[config.mk]
export PLATFORM = sky130hd
export DESIGN_NAME = clf_front
export DESIGN_NICKNAME = d
export VERILOG_FILES = /design/src/rtl/clf_pkg.sv /design/src/rtl/clf_front.sv
export SDC_FILE = /design/constraint.sdc
export NUM_CORES = 1
export LEC_CHECK = 0
export ABC_CLOCK_PERIOD_IN_PS = 6600
export CAP_MARGIN = 10
export CORE_MARGIN = 2
export CORE_UTILIZATION = 36
export CTS_CLUSTER_SIZE = 16
export DETAILED_ROUTE_END_ITERATION = 8
export DONT_BUFFER_PORTS = 1
export PLACE_DENSITY = 0.48
export SYNTH_ARGS = -nofsm -noshare
export SYNTH_HDL_FRONTEND = slang
export SYNTH_SLANG_ARGS = --single-unit
[constraint.sdc]
create_clock -name clk -period 6.6 [get_ports clk]
set_input_delay 1.98 -clock clk [delete_from_list [all_inputs] [get_ports clk]]
set_output_delay 1.98 -clock clk [all_outputs]
set_load 0.005 [all_outputs]
[src/rtl/clf_pkg.sv]
// clf_pkg: shared constants, configuration codes and transaction types
// of the column line feature detector; no dependencies
package clf_pkg;

  localparam int MAX_WIDTH  = 4096;
  localparam int MAX_HEIGHT = 4096;

  localparam int PIX_W  = 8;
  localparam int COL_W  = 12;
  localparam int ROW_W  = 12;
  localparam int DIM_W  = 13;
  localparam int GAP_W  = 12;
  localparam int CNT_W  = 4;
  localparam int WIN_N  = 4;

  localparam int CFG_IDX_W  = 3;
  localparam int CFG_DATA_W = 13;

  localparam int CQ_DEPTH = 4;
  localparam int CQ_AW    = 2;
  localparam int OQ_DEPTH = 4;
  localparam int OQ_AW    = 2;

  localparam int ENTRY_W = ROW_W + CNT_W;

  localparam logic [PIX_W-1:0] THR_RST    = 8'd5;
  localparam logic [DIM_W-1:0] WIDTH_RST  = 13'd4096;
  localparam logic [DIM_W-1:0] HEIGHT_RST = 13'd4096;
  localparam logic [GAP_W-1:0] GAP_RST    = 12'd2;
  localparam logic [CNT_W-1:0] MINSEG_RST = 4'd3;

  localparam logic [CNT_W-1:0] CNT_MAX = 4'd15;

  typedef enum logic [CFG_IDX_W-1:0] {
    CFG_THRESHOLD = 3'd0,
    CFG_WIDTH     = 3'd1,
    CFG_HEIGHT    = 3'd2,
    CFG_GAP       = 3'd3,
    CFG_MINSEG    = 3'd4
  } cfg_idx_e;

  typedef struct packed {
    logic [PIX_W-1:0] threshold;
    logic [DIM_W-1:0] width;
    logic [DIM_W-1:0] height;
  } front_cfg_t;

  typedef struct packed {
    logic [GAP_W-1:0] gap_limit;
    logic [CNT_W-1:0] min_segments;
  } back_cfg_t;

  typedef struct packed {
    logic [COL_W-1:0] col;
    logic [ROW_W-1:0] row;
    logic             row_zero;
    logic             feat;
    logic             report;
    logic             last;
  } cmd_t;

  typedef struct packed {
    logic [COL_W-1:0] col;
    logic             flagged;
    logic             last;
  } res_t;

endpackage

[src/rtl/clf_front.sv]
// clf_front: pixel window, raster position and feature decision; emits one
// column update transaction per interior pixel. depends on clf_pkg
module clf_front (
  input  logic                       clk,
  input  logic                       rst_n,
  input  logic                       in_push,
  input  logic [clf_pkg::PIX_W-1:0]  in_pixel_value,
  input  clf_pkg::front_cfg_t        cfg,
  input  logic                       cq_full,
  output logic                       cmd_push,
  output clf_pkg::cmd_t              cmd
);
  import clf_pkg::*;

  logic [PIX_W-1:0] win_r [WIN_N];
  logic [COL_W-1:0] col_r, col_nxt;
  logic [ROW_W-1:0] row_r, row_nxt;
  logic             accept;
  logic             in_frame;
  logic             feat;
  logic [DIM_W-1:0] col_ext, row_ext;

  assign accept   = in_push && !cq_full;
  assign col_ext  = {1'b0, col_r};
  assign row_ext  = {1'b0, row_r};
  assign in_frame = (col_ext < cfg.width) && (col_r >= COL_W'(4));

  assign feat = (win_r[1] > cfg.threshold) && (win_r[3] >= cfg.threshold) &&
                (win_r[2] >= cfg.threshold) && (win_r[0] >= cfg.threshold) &&
                (in_pixel_value >= cfg.threshold);

  always_comb begin
    cmd.col      = col_r - COL_W'(2);
    cmd.row      = row_r;
    cmd.row_zero = (row_r == '0);
    cmd.feat     = feat;
    cmd.report   = (row_ext == cfg.height - DIM_W'(1));
    cmd.last     = (col_ext == cfg.width - DIM_W'(1));
    cmd_push     = accept && in_frame;
  end

  always_comb begin
    col_nxt = col_r + COL_W'(1);
    row_nxt = row_r;
    if (col_ext + DIM_W'(1) >= cfg.width) begin
      col_nxt = '0;
      row_nxt = (row_ext + DIM_W'(1) >= cfg.height) ? '0 : row_r + ROW_W'(1);
    end
  end

  always_ff @(posedge clk) begin
    if (!rst_n) begin
      col_r <= '0;
      row_r <= '0;
      for (int i = 0; i < WIN_N; i++) begin
        win_r[i] <= '0;
      end
    end else if (accept) begin
      col_r    <= col_nxt;
      row_r    <= row_nxt;
      win_r[0] <= in_pixel_value;
      for (int i = 1; i < WIN_N; i++) begin
        win_r[i] <= win_r[i-1];
      end
    end
  end

endmodule

==> results of run 1 <==
registers in the layout (all words and copies together) (netlist names):
signal	flops
col_r	12
row_r	12
win_r	32
power breakdown:
group	total (uW)	leakage, uW	switching (uW)	internal (uW)
clock network	266	0.0000755	126	141
registers	393	0.000532	9.60	383
logic	142	0.00194	83.6	58.6
synth_stat cells, drive strengths merged (8+ instances only):
library cell | n | share of area
edfxtp | 32 | 0.18
nor2 | 23 | 0.018
inv | 55 | 0.039
nand3 | 18 | 0.017
ha | 86 | 0.20
and3 | 36 | 0.042
a21oi | 38 | 0.036
a31oi | 11 | 0.013
buf | 9 | 0.0099
nand4 | 11 | 0.013
dfxtp | 24 | 0.090
a21o | 9 | 0.013
xnor2 | 29 | 0.048
nand2 | 43 | 0.030
mux2i | 8 | 0.015
nor4 | 8 | 0.012
nor3 | 15 | 0.016
clkbuf | 24 | 0.017
nor2b | 10 | 0.012
xor2 | 20 | 0.033
nand2b | 12 | 0.014
o21ai | 26 | 0.024
routing by layer:
metal,track usage,wire length (um)
met5,0,0
met4,0.0216,86
met3,0.0327,493
met2,0.282,6010
met1,0.212,6080
worst max-delay path, stage by stage:
cell       delay, ns
inv_1           0.08
ha_1            0.17
nor2b_1         0.40
a21oi_1         0.14
a211o_1         0.31
a2111oi_0       0.57
o211ai_1        0.20
a2111oi_0       0.46
cell families (layout without fill, tap and decap cells):
group | count (synthesis) | after routing | synth area share
compound gates | 132 | 132 | 0.159
mux | 9 | 9 | 0.0171
simple gates | 196 | 196 | 0.205
flops | 56 | 56 | 0.270
fa+ha+maj | 86 | 86 | 0.202
xor+xnor | 49 | 49 | 0.0805
buf+inv | 89 | 69 | 0.0662
per-stage QoR:
step / hold WS, ns / cells / area, um^2 / setup WS, ns / power (uW)
final: 0.585 / 781 / 5600 / 0.317 / 801
after global placement: 0.571 / 773 / 5460 / 0.409 / 540
after detailed placement: 0.573 / 773 / 5460 / 0.344 / 544
after global routing: 0.612 / 781 / 5600 / 0.192 / 848
after CTS: 0.588 / 781 / 5600 / 0.344 / 812
after floorplan: 0.534 / 617 / 5330 / 0.909 / 510
area by class of cell:
cell class                 instances  area share
sequential                        56       0.257
timing repair buffer               5     0.00670
multi-input combinational        472       0.632
inverter                          56      0.0375
clock inverter                     3     0.00335
clock buffer                       5      0.0223
tap                              184      0.0411
worst max path at each step:
stage            start  endpoint  slack (ns)  cells past startpoint
6_report       cfg[14]    cmd[0]        0.32                      8
5_1_grt        cfg[14]    cmd[0]        0.19                      8
4_1_cts        cfg[14]    cmd[0]        0.34                      8
3_5_place_dp   cfg[14]    cmd[0]        0.34                      8
3_3_place_gp   cfg[14]    cmd[0]        0.41                      8
2_1_floorplan  cfg[14]    cmd[0]        0.91                      8
placed cells by master (no fill, tap or decap), types with 3 or more instances in the layout:
cell and count:
a22oi_1 4, nand3b_1 3, edfxtp_1 32, a2111oi_0 3
o2111ai_1 4, or3_1 4, nand2b_1 12, o31ai_1 4
nand2_1 43, a21oi_1 38, nor2_1 22, buf_4 5
xnor2_1 29, dfxtp_1 24, nor2b_1 9, o22ai_1 3
nand3_1 18, nand4_1 11, xor2_1 20, inv_1 56
and3_1 36, ha_1 86, a22o_1 3, a211oi_1 5
o21ai_0 24, o21a_1 5, clkbuf_16 5, nor3_1 13
nor4_1 6, o211ai_1 4, a21o_1 9, a31oi_1 11
mux2i_1 8
==> results by group, run 1 <==
Floorplanning
  • Core area: 14500 um^2
  • Die height: 126 um
  • Initial core utilization: 0.368
  • Die footprint: 15800 um^2
  • # rows: 44
  • I/O Pins: 75
  • DIE WIDTH: 126 um

Logic synthesis
  • #FFs+latches synth: 56
  • Sequential area share after synthesis: 0.270
  • Post-Syn Area: 5330 um^2
  • Cell count after synthesis: 617
  • Number of enable flip-flop cells after synthesis: 32
  • Synth Net Count: 749
  • Yosys warning total: 0
  • Post-synthesis cell type count: 63
  • Mapped Avg Cell Area: 8.64 um^2
  • Post-synthesis async set-or-reset flop share: 0
  • Synth Flop Type: edfxtp_1

Worst setup path
  • Worst setup path class: in2out
  • Worst reg-to-reg setup slack: 2.38 ns
  • Worst R2R Start: col_r[2]$_SDFFE_PN0P_
  • Worst reg2reg path depth: 14
  • Worst endpoint required time: 4.62 ns
  • Worst reg2reg endpoint: col_r[5]$_SDFFE_PN0P_
  • Crit path capture type: primary output
  • Crit path launch type: primary input
  • Critical path peak fanout: 6
  • Crit path DAT: 4.30 ns

Min path
  • Hold Crit Depth: 1
  • Worst hold start: win_r[0][1]$_SDFFCE_PN0P_
  • Hold endpoint: win_r[1][1]$_SDFFCE_PN0P_
  • Hold Crit Class: reg2reg

Finish
  • Reg area: 1440 um^2
  • Ant. Diodes: 0
  • Multi-input logic area: 3540 um^2
  • Area delta synth->final: 5.09%
  • Post-layout util: 0.387
  • Fin nets: 728
  • Share of cells above drive strength 1: 0.0369
  • Fillers: 1474

Detailed routing
  • Wire per inst: 16.2 um
  • Post-detailed-route count of antenna-violating nets: 0
  • Iter 0 DRT Violations: 186
  • Initial DRT Pass Iterations: 5
  • Total routed wirelength: 12700 um
  • DRC: 0
  • Vias per inst: 5.52
  • DR vias: 4314

Place
  • Post-DP HPWL: 10000 um
  • Placer congestion estimate: 0.868
  • Buffers added on ports: 0

Clock network
  • Post-CTS setup buffer count: 0
  • CTS-repair resized insts: 0
  • H-tree levels: 2
  • Clock Tree Root: clkbuf_16
  • Num CTS Buffers: 5
  • CTS tree: built
  • Sink Count: 56
  • Hold bufs inserted after CTS: 0
  • Clock Path Buffers: 2
  • Clk pin slew, worst setup/hold paths: 0.07 ns
  • Skew-Pair Late Insertion Delay: 0.29 ns

Timing
  • Setup-failing EPs final: 0
  • Max_slew headroom: 0.497
  • Final min period: 6.28 ns
  • Setup TNS: 0 ns
  • Highest clock rate: 0.159 GHz
  • Final hold violations: 0
  • Worst-Margin Slew: 0.755 ns
  • RSZ-0062 raised after global routing: no
  • Crit share post-route: 0.952
  • Final Max Tran Viols: 0
  • Fin Clk Skew: 0.00590 ns

GRT
  • GR Util All Layers: 0.162
  • Initial antenna violation count: 0
  • Pin count of the biggest net entering global routing: 39
  • Gr ovfl total: 0
  • Global-route wire length before repair: 21400 um
  • Vias in the first global route: 4348

Job
  • MaxCap Viol Count: 0

Status
  • Status: finished clean

Power
  • Static Leak: 0.00254 uW
  • PD cells: 143 nW/um^2
  • Peak supply drop: 0.0000997 V
No activity file was read; power rests on OpenSTA's default activity.
==> run 2: changes to the inputs <==
REMOVE_ABC_BUFFERS = 1   (was not set)
==> results by group, run 2 (synthesis gave the netlist of run 1 again) <==
Floorplanning
  • Die footprint: 15800 um^2 (unchanged)
  • # rows: 44 (unchanged)
  • I/O Pins: 75 (unchanged)
  • Initial core utilization: 0.368 (unchanged)
  • DIE WIDTH: 126 um (unchanged)
  • Die height: 126 um (unchanged)
  • Core area: 14500 um^2 (unchanged)

Detailed routing
  • Total routed wirelength: 13200 um (+3.9%)
  • DR vias: 4398 (+1.9%)
  • Post-detailed-route count of antenna-violating nets: 0 (unchanged)
  • Iter 0 DRT Violations: 219 (+18%)
  • Initial DRT Pass Iterations: 4 (-1)
  • Wire per inst: 16.9 um (+3.9%)
  • Vias per inst: 5.63 (+1.9%)
  • DRC: 0 (unchanged)

Worst setup path
  • Crit path DAT: 4.16 ns (-0.14 ns)
  • Crit path launch type: primary input
  • Worst R2R Start: row_r[0]$_SDFFE_PN0P_
  • Worst reg2reg path depth: 14 (unchanged)
  • Critical path origin: cfg[14]
  • Critical path destination: cmd[0]
  • Worst setup path class: in2out
  • Worst reg2reg endpoint: row_r[8]$_SDFFE_PN0P_
  • Worst reg-to-reg setup slack: 2.72 ns (+0.34 ns)
  • Worst endpoint required time: 4.62 ns (about the same)
  • Crit path capture type: primary output
  • Critical path peak fanout: 6 (unchanged)

Timing
  • Fin Clk Skew: 0.00884 ns (+0.00295 ns)
  • Max_slew headroom: 0.471 (-0.0256)
  • RSZ-0062 raised after global routing: no
  • Worst-Margin Slew: 0.788 ns (+0.0336 ns)
  • Final min period: 6.14 ns (-0.142 ns)
  • Setup-failing EPs final: 0 (unchanged)
  • Setup TNS: 0 ns (unchanged)
  • Final WS setup: 0.459 ns (+0.142 ns)
  • Crit share post-route: 0.930 (-0.0214)
  • Final hold violations: 0 (unchanged)
  • Highest clock rate: 0.163 GHz (+2.3%)
  • Final Max Tran Viols: 0 (unchanged)

Place
  • Buffers added on ports: 0 (unchanged)
  • DP Worst Slack: 0.492 ns (+0.148 ns)
  • Dpl cells: 773 (unchanged)
  • Placer congestion estimate: 0.866 (-0.22%)
  • Post-DP HPWL: 10200 um (+1.9%)

Clock network
  • Clock Tree Root: clkbuf_16
  • Num CTS Buffers: 5 (unchanged)
  • CTS tree: built
  • Post-CTS setup buffer count: 0 (unchanged)
  • Clock Path Buffers: 2 (unchanged)
  • Clk pin slew, worst setup/hold paths: 0.08 ns (about the same)
  • CTS-repair resized insts: 0 (unchanged)
  • H-tree levels: 2 (unchanged)
  • Hold bufs inserted after CTS: 0 (unchanged)
  • Skew-Pair Late Insertion Delay: 0.31 ns (+0.02 ns)
  • Sink Count: 56 (unchanged)

Finish
  • Fillers: 1511 (+2.5%)
  • Top Registers: win_r x32, col_r x12, row_r x12
  • Register name with the most flops: win_r
  • Max FFs per register: 32 (unchanged)
  • Share of cells above drive strength 1: 0.0369 (unchanged)
  • Commonest non-fill, non-tap cell in the layout: ha_1
  • Ant. Diodes: 0 (unchanged)
  • Fin nets: 728 (unchanged)
  • Reg area: 1440 um^2 (unchanged)
  • Area delta synth->final: 5.12% (about the same)
  • Most frequent cells in the layout: 86 x ha_1, 55 x inv_1, 43 x nand2_1, 38 x a21oi_1, 36 x and3_1
  • Multi-input logic area: 3540 um^2 (unchanged)
  • Final Non-Filler Cells: 781 (unchanged)

Status
  • Status: finished clean

GRT
  • Pin count of the biggest net entering global routing: 31 (-21%)
  • GR Util All Layers: 0.171 (+0.00906)
  • Vias in the first global route: 4386 (+0.87%)
  • Initial antenna violation count: 0 (unchanged)
  • Gr ovfl total: 0 (unchanged)
  • Global-route wire length before repair: 21900 um (+2.2%)

Job
  • MaxCap Viol Count: 0 (unchanged)

Power
  • Static Leak: 0.00254 uW (-0.33%)
  • Peak supply drop: 0.000100 V (+0.55%)
  • PD cells: 146 nW/um^2 (+2.1%)

Min path
  • Hold Crit Class: reg2reg
-- run 2: cell types whose count changed in the layout (fill, tap and decap cells not counted), sizes merged --
cell | previous run | this run
clkbuf | 5 | 6
inv | 57 | 55
clkinvlp | 0 | 1
-- run 2: area by class of cell --
cell class	instances	area share
tap	184	0.0411
inverter	56	0.0375
timing repair buffer	5	0.00670
multi-input combinational	472	0.632
sequential	56	0.257
clock inverter	2	0.00290
clock buffer	6	0.0230
-- run 2: power by group --
part | total, uW | switching (uW) | internal, uW
sequential | 393 | 9.66 | 383
clock | 281 | 139 | 142
combinational | 144 | 84.8 | 59.1
total | 818 | 234 | 585
-- run 2: layer usage --
metal,up-vias,track usage,part of all wire
li1,2193,-,-
met1,2119,0.207,0.45
met2,75,0.302,0.50
met3,11,0.0450,0.040
met4,0,0.0386,0.010
met5,-,0,0
-- run 2: worst min-delay path by stage --
| stage | end | cells after the start | startpoint | slack [ns] |
|---|---|---|---|---|
| floorplan | col_r[11]$_SDFFE_PN0P_ | 1 | col_r[11]$_SDFFE_PN0P_ | 0.53 |
| global placement | win_r[3][2]$_SDFFCE_PN0P_ | 1 | win_r[2][2]$_SDFFCE_PN0P_ | 0.56 |
| detailed placement | win_r[1][2]$_SDFFCE_PN0P_ | 1 | win_r[0][2]$_SDFFCE_PN0P_ | 0.57 |
| CTS | win_r[1][2]$_SDFFCE_PN0P_ | 1 | win_r[0][2]$_SDFFCE_PN0P_ | 0.59 |
| global route | win_r[1][3]$_SDFFCE_PN0P_ | 1 | win_r[0][3]$_SDFFCE_PN0P_ | 0.60 |
| finish | win_r[1][3]$_SDFFCE_PN0P_ | 1 | win_r[0][3]$_SDFFCE_PN0P_ | 0.59 |
-- run 2: worst max-delay path, cell delays in order --
cell and delay [ns]:
inv_1 0.08, ha_1 0.16, nor2b_1 0.35, a21oi_1 0.13, a211o_1 0.30, a2111oi_0 0.51
o211ai_1 0.18, a2111oi_0 0.48
-- run 2: metrics by stage --
stage	hold slack, ns	total power [uW]	util	area [um^2]
after floorplan	0.529	505	-	5190
after global placement	0.562	542	0.377	5460
after global routing	0.604	870	0.387	5610
after CTS	0.594	837	0.387	5610
after detailed placement	0.575	546	0.377	5460
final	0.588	818	0.387	5610
