File: config.mk
export PLATFORM = sky130hd
export DESIGN_NAME = clf_cmd_queue
export DESIGN_NICKNAME = d
export VERILOG_FILES = /design/src/rtl/clf_pkg.sv /design/src/rtl/clf_cmd_queue.sv
export SDC_FILE = /design/constraint.sdc
export NUM_CORES = 1
export LEC_CHECK = 0
export BUFFER_PORTS_ARGS = -buffer_cell sky130_fd_sc_hd__clkbuf_2
export CAP_MARGIN = 20
export CORE_UTILIZATION = 58
export DETAILED_ROUTE_END_ITERATION = 12
export PLACE_DENSITY = 0.83
export SYNTH_ARGS = -nofsm -noshare
export SYNTH_HDL_FRONTEND = slang
export SYNTH_SLANG_ARGS = --single-unit
export TNS_END_PERCENT = 1
File: constraint.sdc
create_clock -name clk -period 3.9 [get_ports clk]
set_input_delay 0.195 -clock clk [delete_from_list [all_inputs] [get_ports clk]]
set_output_delay 0.195 -clock clk [all_outputs]
set_load 0.01 [all_outputs]
File: src/rtl/clf_pkg.sv
// clf_pkg: shared constants, configuration codes and transaction types
// of the column line feature detector; no dependencies
package clf_pkg;

  localparam int MAX_WIDTH  = 4096;
  localparam int MAX_HEIGHT = 4096;

  localparam int PIX_W  = 8;
  localparam int COL_W  = 12;
  localparam int ROW_W  = 12;
  localparam int DIM_W  = 13;
  localparam int GAP_W  = 12;
  localparam int CNT_W  = 4;
  localparam int WIN_N  = 4;

  localparam int CFG_IDX_W  = 3;
  localparam int CFG_DATA_W = 13;

  localparam int CQ_DEPTH = 4;
  localparam int CQ_AW    = 2;
  localparam int OQ_DEPTH = 4;
  localparam int OQ_AW    = 2;

  localparam int ENTRY_W = ROW_W + CNT_W;

  localparam logic [PIX_W-1:0] THR_RST    = 8'd5;
  localparam logic [DIM_W-1:0] WIDTH_RST  = 13'd4096;
  localparam logic [DIM_W-1:0] HEIGHT_RST = 13'd4096;
  localparam logic [GAP_W-1:0] GAP_RST    = 12'd2;
  localparam logic [CNT_W-1:0] MINSEG_RST = 4'd3;

  localparam logic [CNT_W-1:0] CNT_MAX = 4'd15;

  typedef enum logic [CFG_IDX_W-1:0] {
    CFG_THRESHOLD = 3'd0,
    CFG_WIDTH     = 3'd1,
    CFG_HEIGHT    = 3'd2,
    CFG_GAP       = 3'd3,
    CFG_MINSEG    = 3'd4
  } cfg_idx_e;

  typedef struct packed {
    logic [PIX_W-1:0] threshold;
    logic [DIM_W-1:0] width;
    logic [DIM_W-1:0] height;
  } front_cfg_t;

  typedef struct packed {
    logic [GAP_W-1:0] gap_limit;
    logic [CNT_W-1:0] min_segments;
  } back_cfg_t;

  typedef struct packed {
    logic [COL_W-1:0] col;
    logic [ROW_W-1:0] row;
    logic             row_zero;
    logic             feat;
    logic             report;
    logic             last;
  } cmd_t;

  typedef struct packed {
    logic [COL_W-1:0] col;
    logic             flagged;
    logic             last;
  } res_t;

endpackage

File: src/rtl/clf_cmd_queue.sv
// clf_cmd_queue: short flop queue of column update transactions between
// front and back. depends on clf_pkg
module clf_cmd_queue (
  input  logic          clk,
  input  logic          rst_n,
  input  logic          push,
  input  clf_pkg::cmd_t push_data,
  output logic          full,
  input  logic          pop,
  output clf_pkg::cmd_t pop_data,
  output logic          empty
);
  import clf_pkg::*;

  cmd_t             mem_r [CQ_DEPTH];
  logic [CQ_AW-1:0] wptr_r, rptr_r;
  logic [CQ_AW:0]   count_r, count_nxt;
  logic             do_push, do_pop;

  assign full     = (count_r == (CQ_AW+1)'(CQ_DEPTH));
  assign empty    = (count_r == '0);
  assign do_push  = push && !full;
  assign do_pop   = pop && !empty;
  assign pop_data = mem_r[rptr_r];

  always_comb begin
    count_nxt = count_r;
    if (do_push && !do_pop) begin
      count_nxt = count_r + (CQ_AW+1)'(1);
    end else if (do_pop && !do_push) begin
      count_nxt = count_r - (CQ_AW+1)'(1);
    end
  end

  always_ff @(posedge clk) begin
    if (!rst_n) begin
      wptr_r  <= '0;
      rptr_r  <= '0;
      count_r <= '0;
    end else begin
      count_r <= count_nxt;
      if (do_push) begin
        wptr_r <= wptr_r + CQ_AW'(1);
      end
      if (do_pop) begin
        rptr_r <= rptr_r + CQ_AW'(1);
      end
    end
  end

  always_ff @(posedge clk) begin
    if (do_push) begin
      mem_r[wptr_r] <= push_data;
    end
  end

endmodule

==> results of run 1 <==
-- cell usage after synthesis, drive strengths merged --
cell and n:
or3 1, a21boi 1, clkbuf 1, mux2i 3
o31ai 1, buf 7, xor2 1, nand2 4
nor2b 2, dfxtp 9, o311ai 1, mux4 28
edfxtp 112, fa 1, and2 8, nor3b 1
o21ai 1, inv 3, xnor2 3, ha 5
nor3 1
-- routing by layer --
metal | vias up | share of wire
met1 | 1133 | 0.42
met5 | - | 0
met2 | 80 | 0.51
met3 | 16 | 0.047
li1 | 1016 | -
met4 | 0 | 0.019
-- through the flow --
stage	util	area, um2
after global placement	0.646	4960
final	0.760	5840
after global routing	0.760	5840
after CTS	0.760	5840
after floorplan	-	4570
after detailed placement	0.646	4960
-- registers in the layout, indices dropped and copies added (netlist names), named ones only --
register  count
mem_r       112
count_r       3
rptr_r        2
wptr_r        2
-- power by group through the flow --
stage	Clock, W	Combinational [W]	Sequential (W)
CTS	0.00157	0.000749	0.00174
global placement	0	0.000707	0.00175
floorplan	0	0.000601	0.00165
global route	0.00163	0.000792	0.00176
finish	0.00155	0.000740	0.00173
detailed placement	0	0.000724	0.00176
-- layout make-up --
type | count | area [um2] | share of cell area
flip-flops and latches | 121 | 3540 | 0.607
multi-input cells | 62 | 936 | 0.160
repair buffers | 94 | 623 | 0.107
clock buffers | 18 | 418 | 0.0716
clock inverters | 14 | 180 | 0.0308
well taps | 102 | 128 | 0.0219
inverters | 3 | 11.3 | 0.00193
-- critical path, cell delays in order (launching register included) --
cell	delay (ps)
sky130_fd_sc_hd__dfxtp_2	950
sky130_fd_sc_hd__mux4_1	680
sky130_fd_sc_hd__clkbuf_2	160
-- kinds of logic after synthesis --
logic type | after synthesis
buffers and inverters | 11
xor gates and xnor gates | 4
AOI/OAI and AO/OA | 4
and+or+nand+nor | 17
muxes | 31
DFF | 121
adders and majority gates | 6
-- worst max-delay path by stage --
stage / from / to / slack [ps] / cells after the start
6_report: flop / pop_data[21] / 1410 / 2
3_3_place_gp: count_r[0]$_SDFFE_PN0P_ / count_r[2]$_SDFFE_PN0P_ / 1610 / 8
5_1_grt: flop / pop_data[21] / 1230 / 2
3_5_place_dp: count_r[0]$_SDFFE_PN0P_ / count_r[2]$_SDFFE_PN0P_ / 1430 / 8
2_1_floorplan: count_r[0]$_SDFFE_PN0P_ / count_r[2]$_SDFFE_PN0P_ / 1810 / 9
4_1_cts: flop / pop_data[21] / 1280 / 2
-- what timing repair did --
action | CTS | global route
endpoints found under the hold margin | 112 | 0
hold buffers | 28 | 0
gates resized for setup | 0 | 0
==> metrics.log, run 1 <==
[metrics] status: complete, no violations
[metrics] R2R depth: 8
[metrics] final estimated routing congestion in global placement: 0.673
[metrics] top area cells in the synthesized netlist: sky130_fd_sc_hd__edfxtp_1, sky130_fd_sc_hd__mux4_2, sky130_fd_sc_hd__dfxtp_1, sky130_fd_sc_hd__mux4_1, sky130_fd_sc_hd__ha_1
[metrics] clock-pin slew reported for the worst setup and hold paths after clock tree synthesis: 50 ps
[metrics] Synth-to-Final Area Change: 27.8%
[metrics] latest clock arrival within the worst-skew pair: 510 ps
[metrics] RR Endpoint: count_r[2]$_SDFFE_PN0P_
[metrics] grt met3 use: 0.0623
[metrics] FP Rows: 32
[metrics] Avg Inst Size Synth: 23.6 um2
[metrics] sequential cell fraction of total power: 0.431
[metrics] worst setup margin: 1410 ps
[metrics] Combinational Power Share: 0.184
[metrics] total wire length after detailed routing: 7810 um
[metrics] most common cell after layout, fill and taps aside: sky130_fd_sc_hd__edfxtp_1
[metrics] proportion of netlist area held by the largest area contributor: 0.736
[metrics] Pwr per Cell Area: 688 nW/um2
[metrics] clock tree root buffer cell: sky130_fd_sc_hd__clkbuf_8
[metrics] count of placed standard cells in the final layout, fillers left out: 414
[metrics] Horiz. Die Dim: 90.8 um
[metrics] switching share of power: 0.248
[metrics] Worst Hold Class: input pin to flop
[metrics] residual DRC count: 0
[metrics] setup repair after global routing missed its margin: false
[metrics] Wirelength per Cell: 18.9 um
[metrics] post-route total power: 0.00402 W
[metrics] Post-Synth Adder-Cell Area: 0.0181
[metrics] buffers from clock root to sink, at most: 2
[metrics] count of yosys warnings during synthesis: 0
[metrics] level count of the clock H-tree: 4
[metrics] total global-route track usage: 0.213
[metrics] post-synthesis instance area: 4570 um2
[metrics] clock group share of total power: 0.385
[metrics] normalized max-slew margin: 0.303
[metrics] count of placed standard cells including taps: 354
[metrics] Final Max Slew Viols: 0
[metrics] hold path startpoint: rst_n
[metrics] Req. time, crit path: 3700 ps
[metrics] net switching power of the design: 0.000996 W
[metrics] fraction of layout instances using a drive strength above 1: 0.391
[metrics] number of hold-slack violations in the final timing report: 0
[metrics] fmax: 401 MHz
[metrics] Total Negative Setup Slacks: 0 ps
[metrics] Post-CTS Setup Repair Bufs: 0
[metrics] final count of negative-setup-slack endpoints: 0
[metrics] die outline area: 8240 um2
[metrics] diodes inserted: 0
[metrics] number of distinct library cells after synthesis: 24
[metrics] xor/xnor cell area share of the yosys netlist: 0.00766
[metrics] filler instances: 435
[metrics] layer carrying the most global-route usage: met2
[metrics] synthesized net count: 232
[metrics] multiplexer fraction of the synthesized cell area: 0.148
[metrics] number of global-route vias before repair: 2,363
[metrics] GR Overflow Total: 0
[metrics] hold depth: 2
[metrics] largest fanout on the critical path: 28
[metrics] cell internal pwr: 0.00302 W
[metrics] slew at the pin closest to its max-slew limit: 1040 ps
[metrics] number of nets at the end of the flow: 337
[metrics] drt via density: 5.42
[metrics] Via Count: 2,245
[metrics] IR Drop Worst-Case VDD: 0.000443 V
[metrics] share of the synthesized area in compound gates (AO/OA/AOI/OAI): 0.00903
[metrics] area of the core: 7690 um2
[metrics] TritonCTS clock tree: done
[metrics] met2 usage: 0.345
[metrics] detailed placement HPWL: 4450 um
[metrics] routing usage on met1: 0.263
[metrics] type of the worst setup path: flop to output port
[metrics] part of the Yosys area used for sequential elements: 0.775
[metrics] most used cells in the layout excluding fill and tap cells: sky130_fd_sc_hd__edfxtp_1, sky130_fd_sc_hd__clkbuf_2, sky130_fd_sc_hd__dlygate4sd3_1
[metrics] Synth Register Bits: 121
[metrics] TritonCTS Buffers: 17
[metrics] largest net degree at the start of global routing: 29
[metrics] final clock skew: 8.36 ps
[metrics] R2R setup slack: 1430 ps
[metrics] Synth area leader: sky130_fd_sc_hd__edfxtp_1
[metrics] post-route minimum period: 2490 ps
[metrics] Buffers on Ports: 61
[metrics] fraction of the mapped netlist area in simple logic gates: 0.0222
[metrics] arrival time worst endpoint: 2300 ps
[metrics] worst hold slack across all endpoints: 24.0 ps
[metrics] worst reg2reg path startpoint: count_r[0]$_SDFFE_PN0P_
[metrics] crit share post-route: 0.640
[metrics] initial drt markers: 104
[metrics] first-pass GRT wire length: 12,400 um
[metrics] Pre-antenna DRT Iters: 5
[metrics] number of antenna violations at the first check in global routing: 0
[metrics] # IOs: 62
[metrics] CTS Sinks: 121
[metrics] cell count after synthesis: 194
[metrics] height of the chip: 90.8 um
[metrics] largest family of logic cells by synthesized area: multiplexers
[metrics] pre-CTS setup slack: 1430 ps
[metrics] Max Cap Violations: 0
[metrics] effective utilization at floorplan: 0.595
[metrics] Critical Path End Type: output port
[metrics] launching element type of the critical path: flop
[metrics] post-route ant nets: 0
[metrics] static leakage power: 2.07 nW
Note: power is estimated with default switching activity, not from simulation.
==> inputs of run 2 (changes only) <==
--- a/config.mk
+++ b/config.mk
@@ -7,9 +7,9 @@
 export LEC_CHECK = 0
 export BUFFER_PORTS_ARGS = -buffer_cell sky130_fd_sc_hd__clkbuf_2
 export CAP_MARGIN = 20
-export CORE_UTILIZATION = 58
+export CORE_UTILIZATION = 51
 export DETAILED_ROUTE_END_ITERATION = 12
-export PLACE_DENSITY = 0.83
+export PLACE_DENSITY = 0.78
 export SYNTH_ARGS = -nofsm -noshare
 export SYNTH_HDL_FRONTEND = slang
 export SYNTH_SLANG_ARGS = --single-unit
==> constraint.sdc (replaced) <==
create_clock -name clk -period 2.2 [get_ports clk]
set_input_delay 0.11 -clock clk [delete_from_list [all_inputs] [get_ports clk]]
set_output_delay 0.11 -clock clk [all_outputs]
set_load 0.01 [all_outputs]
==> run 2 against run 1 <==
Via count rose by 0.13%. Total power rose by 80%. Wire length rose by 0.87%. Sequential share of layout area fell by 1.0 points. Sequential cell count did not move. Hold slack improved by 51 ps. Sequential power rose by 70%. Critical path type is now flop to flop.
==> metrics.log, run 2 (same netlist as run 1, synthesis figures left out) <==
[metrics] Max Cap Violations: 0 (unchanged)
[metrics] R2R depth: 8 (unchanged)
[metrics] height of the chip: 96.7 um (+6.5%)
[metrics] buffers from clock root to sink, at most: 2 (unchanged)
[metrics] R2R setup slack: 110 ps (-1320 ps)
[metrics] summed area of non-filler cells in the final layout: 5950 um2 (+1.8%)
[metrics] RR Endpoint: count_r[2]$_SDFFE_PN0P_
[metrics] largest fanout on the critical path: 6 (-79%)
[metrics] Cell Area, Placed: 5050 um2 (+1.8%)
[metrics] # IOs: 62 (unchanged)
[metrics] clock-pin slew reported for the worst setup and hold paths after clock tree synthesis: 60 ps (about the same)
[metrics] TritonCTS Buffers: 17 (unchanged)
[metrics] residual DRC count: 0 (unchanged)
[metrics] Wirelength per Cell: 18.3 um (-2.9%)
[metrics] Horiz. Die Dim: 96.7 um (+6.5%)
[metrics] Worst Hold Class: input pin to flop
[metrics] area of the core: 8720 um2 (+13%)
[metrics] first-pass GRT wire length: 12,500 um (+1.3%)
[metrics] total wire length after detailed routing: 7880 um (+0.87%)
[metrics] Critical Path End Type: flop
[metrics] most used cells in the layout excluding fill and tap cells: sky130_fd_sc_hd__edfxtp_1, sky130_fd_sc_hd__clkbuf_2, sky130_fd_sc_hd__dlygate4sd3_1
[metrics] Biggest register: mem_r
[metrics] Pwr per Cell Area: 1210 nW/um2 (+76%)
[metrics] drt via density: 5.23 (-3.6%)
[metrics] normalized max-slew margin: 0.722 (+0.419)
[metrics] diodes inserted: 0 (unchanged)
[metrics] number of global-route vias before repair: 2,472 (+4.6%)
[metrics] Synth-to-Final Area Change: 30.1%
[metrics] die outline area: 9350 um2 (+13%)
[metrics] crit share post-route: 0.951
[metrics] final count of negative-setup-slack endpoints: 0 (unchanged)
[metrics] fraction of layout instances using a drive strength above 1: 0.422 (+0.0313)
[metrics] Buffers on Ports: 61 (unchanged)
[metrics] status: complete, no violations
[metrics] level count of the clock H-tree: 4 (unchanged)
[metrics] type of the worst setup path: flop to flop
[metrics] detailed placement HPWL: 4960 um (+11%)
[metrics] FP Rows: 34 (+6.3%)
[metrics] effective utilization at floorplan: 0.524 (-0.0705)
[metrics] Total Negative Setup Slacks: 0 ps (unchanged)
[metrics] TritonCTS clock tree: done
[metrics] total global-route track usage: 0.185 (-0.0278)
[metrics] CTS Sinks: 121 (unchanged)
[metrics] number of antenna violations at the first check in global routing: 0 (unchanged)
[metrics] Worst setup endpoint: count_r[2]$_SDFFE_PN0P_
[metrics] final estimated routing congestion in global placement: 0.727 (+8.0%)
[metrics] initial drt markers: 97 (-6.7%)
[metrics] most common cell after layout, fill and taps aside: sky130_fd_sc_hd__edfxtp_1
[metrics] launching element type of the critical path: flop
[metrics] Req. time, crit path: 2630 ps (-1070 ps)
[metrics] arrival time worst endpoint: 2520 ps (+220 ps)
[metrics] CP Launch Point: count_r[2]$_SDFFE_PN0P_
[metrics] post-route ant nets: 0 (unchanged)
[metrics] largest net degree at the start of global routing: 20 (-31%)
[metrics] GR Overflow Total: 0 (unchanged)
[metrics] number of nets at the end of the flow: 347 (+3.0%)
[metrics] clock tree root buffer cell: sky130_fd_sc_hd__clkbuf_8
[metrics] slew at the pin closest to its max-slew limit: 417 ps (-627 ps)
[metrics] Via Count: 2,248 (+0.13%)
[metrics] post-route minimum period: 2090 ps
[metrics] static leakage power: 2.14 nW (+3.2%)
[metrics] max reg flops: 112 (unchanged)
[metrics] setup repair after global routing missed its margin: false
[metrics] final clock skew: 6.99 ps (-1.38 ps)
[metrics] IR Drop Worst-Case VDD: 0.000533 V (+20%)
[metrics] Final Max Slew Viols: 0 (unchanged)
[metrics] Pre-antenna DRT Iters: 4 (-1)
[metrics] number of hold-slack violations in the final timing report: 0 (unchanged)
[metrics] worst reg2reg path startpoint: count_r[2]$_SDFFE_PN0P_
[metrics] fmax: 478 MHz
[metrics] latest clock arrival within the worst-skew pair: 500 ps (about the same)
[metrics] largest registers: mem_r (112), count_r (3)
run 2: worst min path at each step:
stage	startpoint	end	slack (ps)	cells after the start
after floorplan	push_data[0]	mem_r[0][0]$_DFFE_PP_	210	0
after detailed placement	push_data[20]	mem_r[3][20]$_DFFE_PP_	330	1
final	pop	rptr_r[0]$_SDFFE_PN0P_	70	4
after global routing	pop	rptr_r[0]$_SDFFE_PN0P_	70	4
after CTS	pop	rptr_r[0]$_SDFFE_PN0P_	50	4
after global placement	push_data[13]	mem_r[1][13]$_DFFE_PP_	330	1
run 2: final cells by class:
class / instances / area, um2
clock inverters: 14 / 180
flip-flops and latches: 121 / 3550
multi-input cells: 62 / 938
clock buffers: 18 / 418
inverters: 3 / 11.3
fillers: 539 / 2770
well taps: 108 / 135
repair buffers: 104 / 717
run 2: report_power, final:
part,internal [W],switching [W]
clock network,0.00182,0.000944
logic,0.000786,0.000716
registers,0.00281,0.000138
total,0.00542,0.00180
run 2: layer usage:
layer,part of all wire,track usage
met3,0.040,0.0621
met5,0,0
met1,0.41,0.216
met4,0.011,0.0677
met2,0.54,0.320
run 2: critical path, stage by stage, from the launching register on:
cell	delay, ps
sky130_fd_sc_hd__dfxtp_1	360
sky130_fd_sc_hd__nor3b_2	180
sky130_fd_sc_hd__nor2b_1	200
sky130_fd_sc_hd__ha_1	210
sky130_fd_sc_hd__inv_1	60
sky130_fd_sc_hd__fa_1	370
sky130_fd_sc_hd__xor2_1	180
sky130_fd_sc_hd__or3_1	300
sky130_fd_sc_hd__a21boi_0	160
run 2: repair_timing:
item                                   4_1_cts  5_1_grt
setup endpoints to repair                    0        5
hold buffers                                29        0
endpoints found under the hold margin      121        0
resized for setup                            0        3
setup buffers                                0        0
run 2: metrics by stage:
step	power (W)	setup slack, ps	util	hold slack, ps	std cells
floorplan	0.00399	111	-	209	194
CTS	0.00729	28.3	0.681	45.6	430
global placement	0.00443	169	0.579	325	369
finish	0.00721	108	0.682	75.0	430
detailed placement	0.00447	46.1	0.579	334	369
global route	0.00751	3.15	0.682	70.8	430
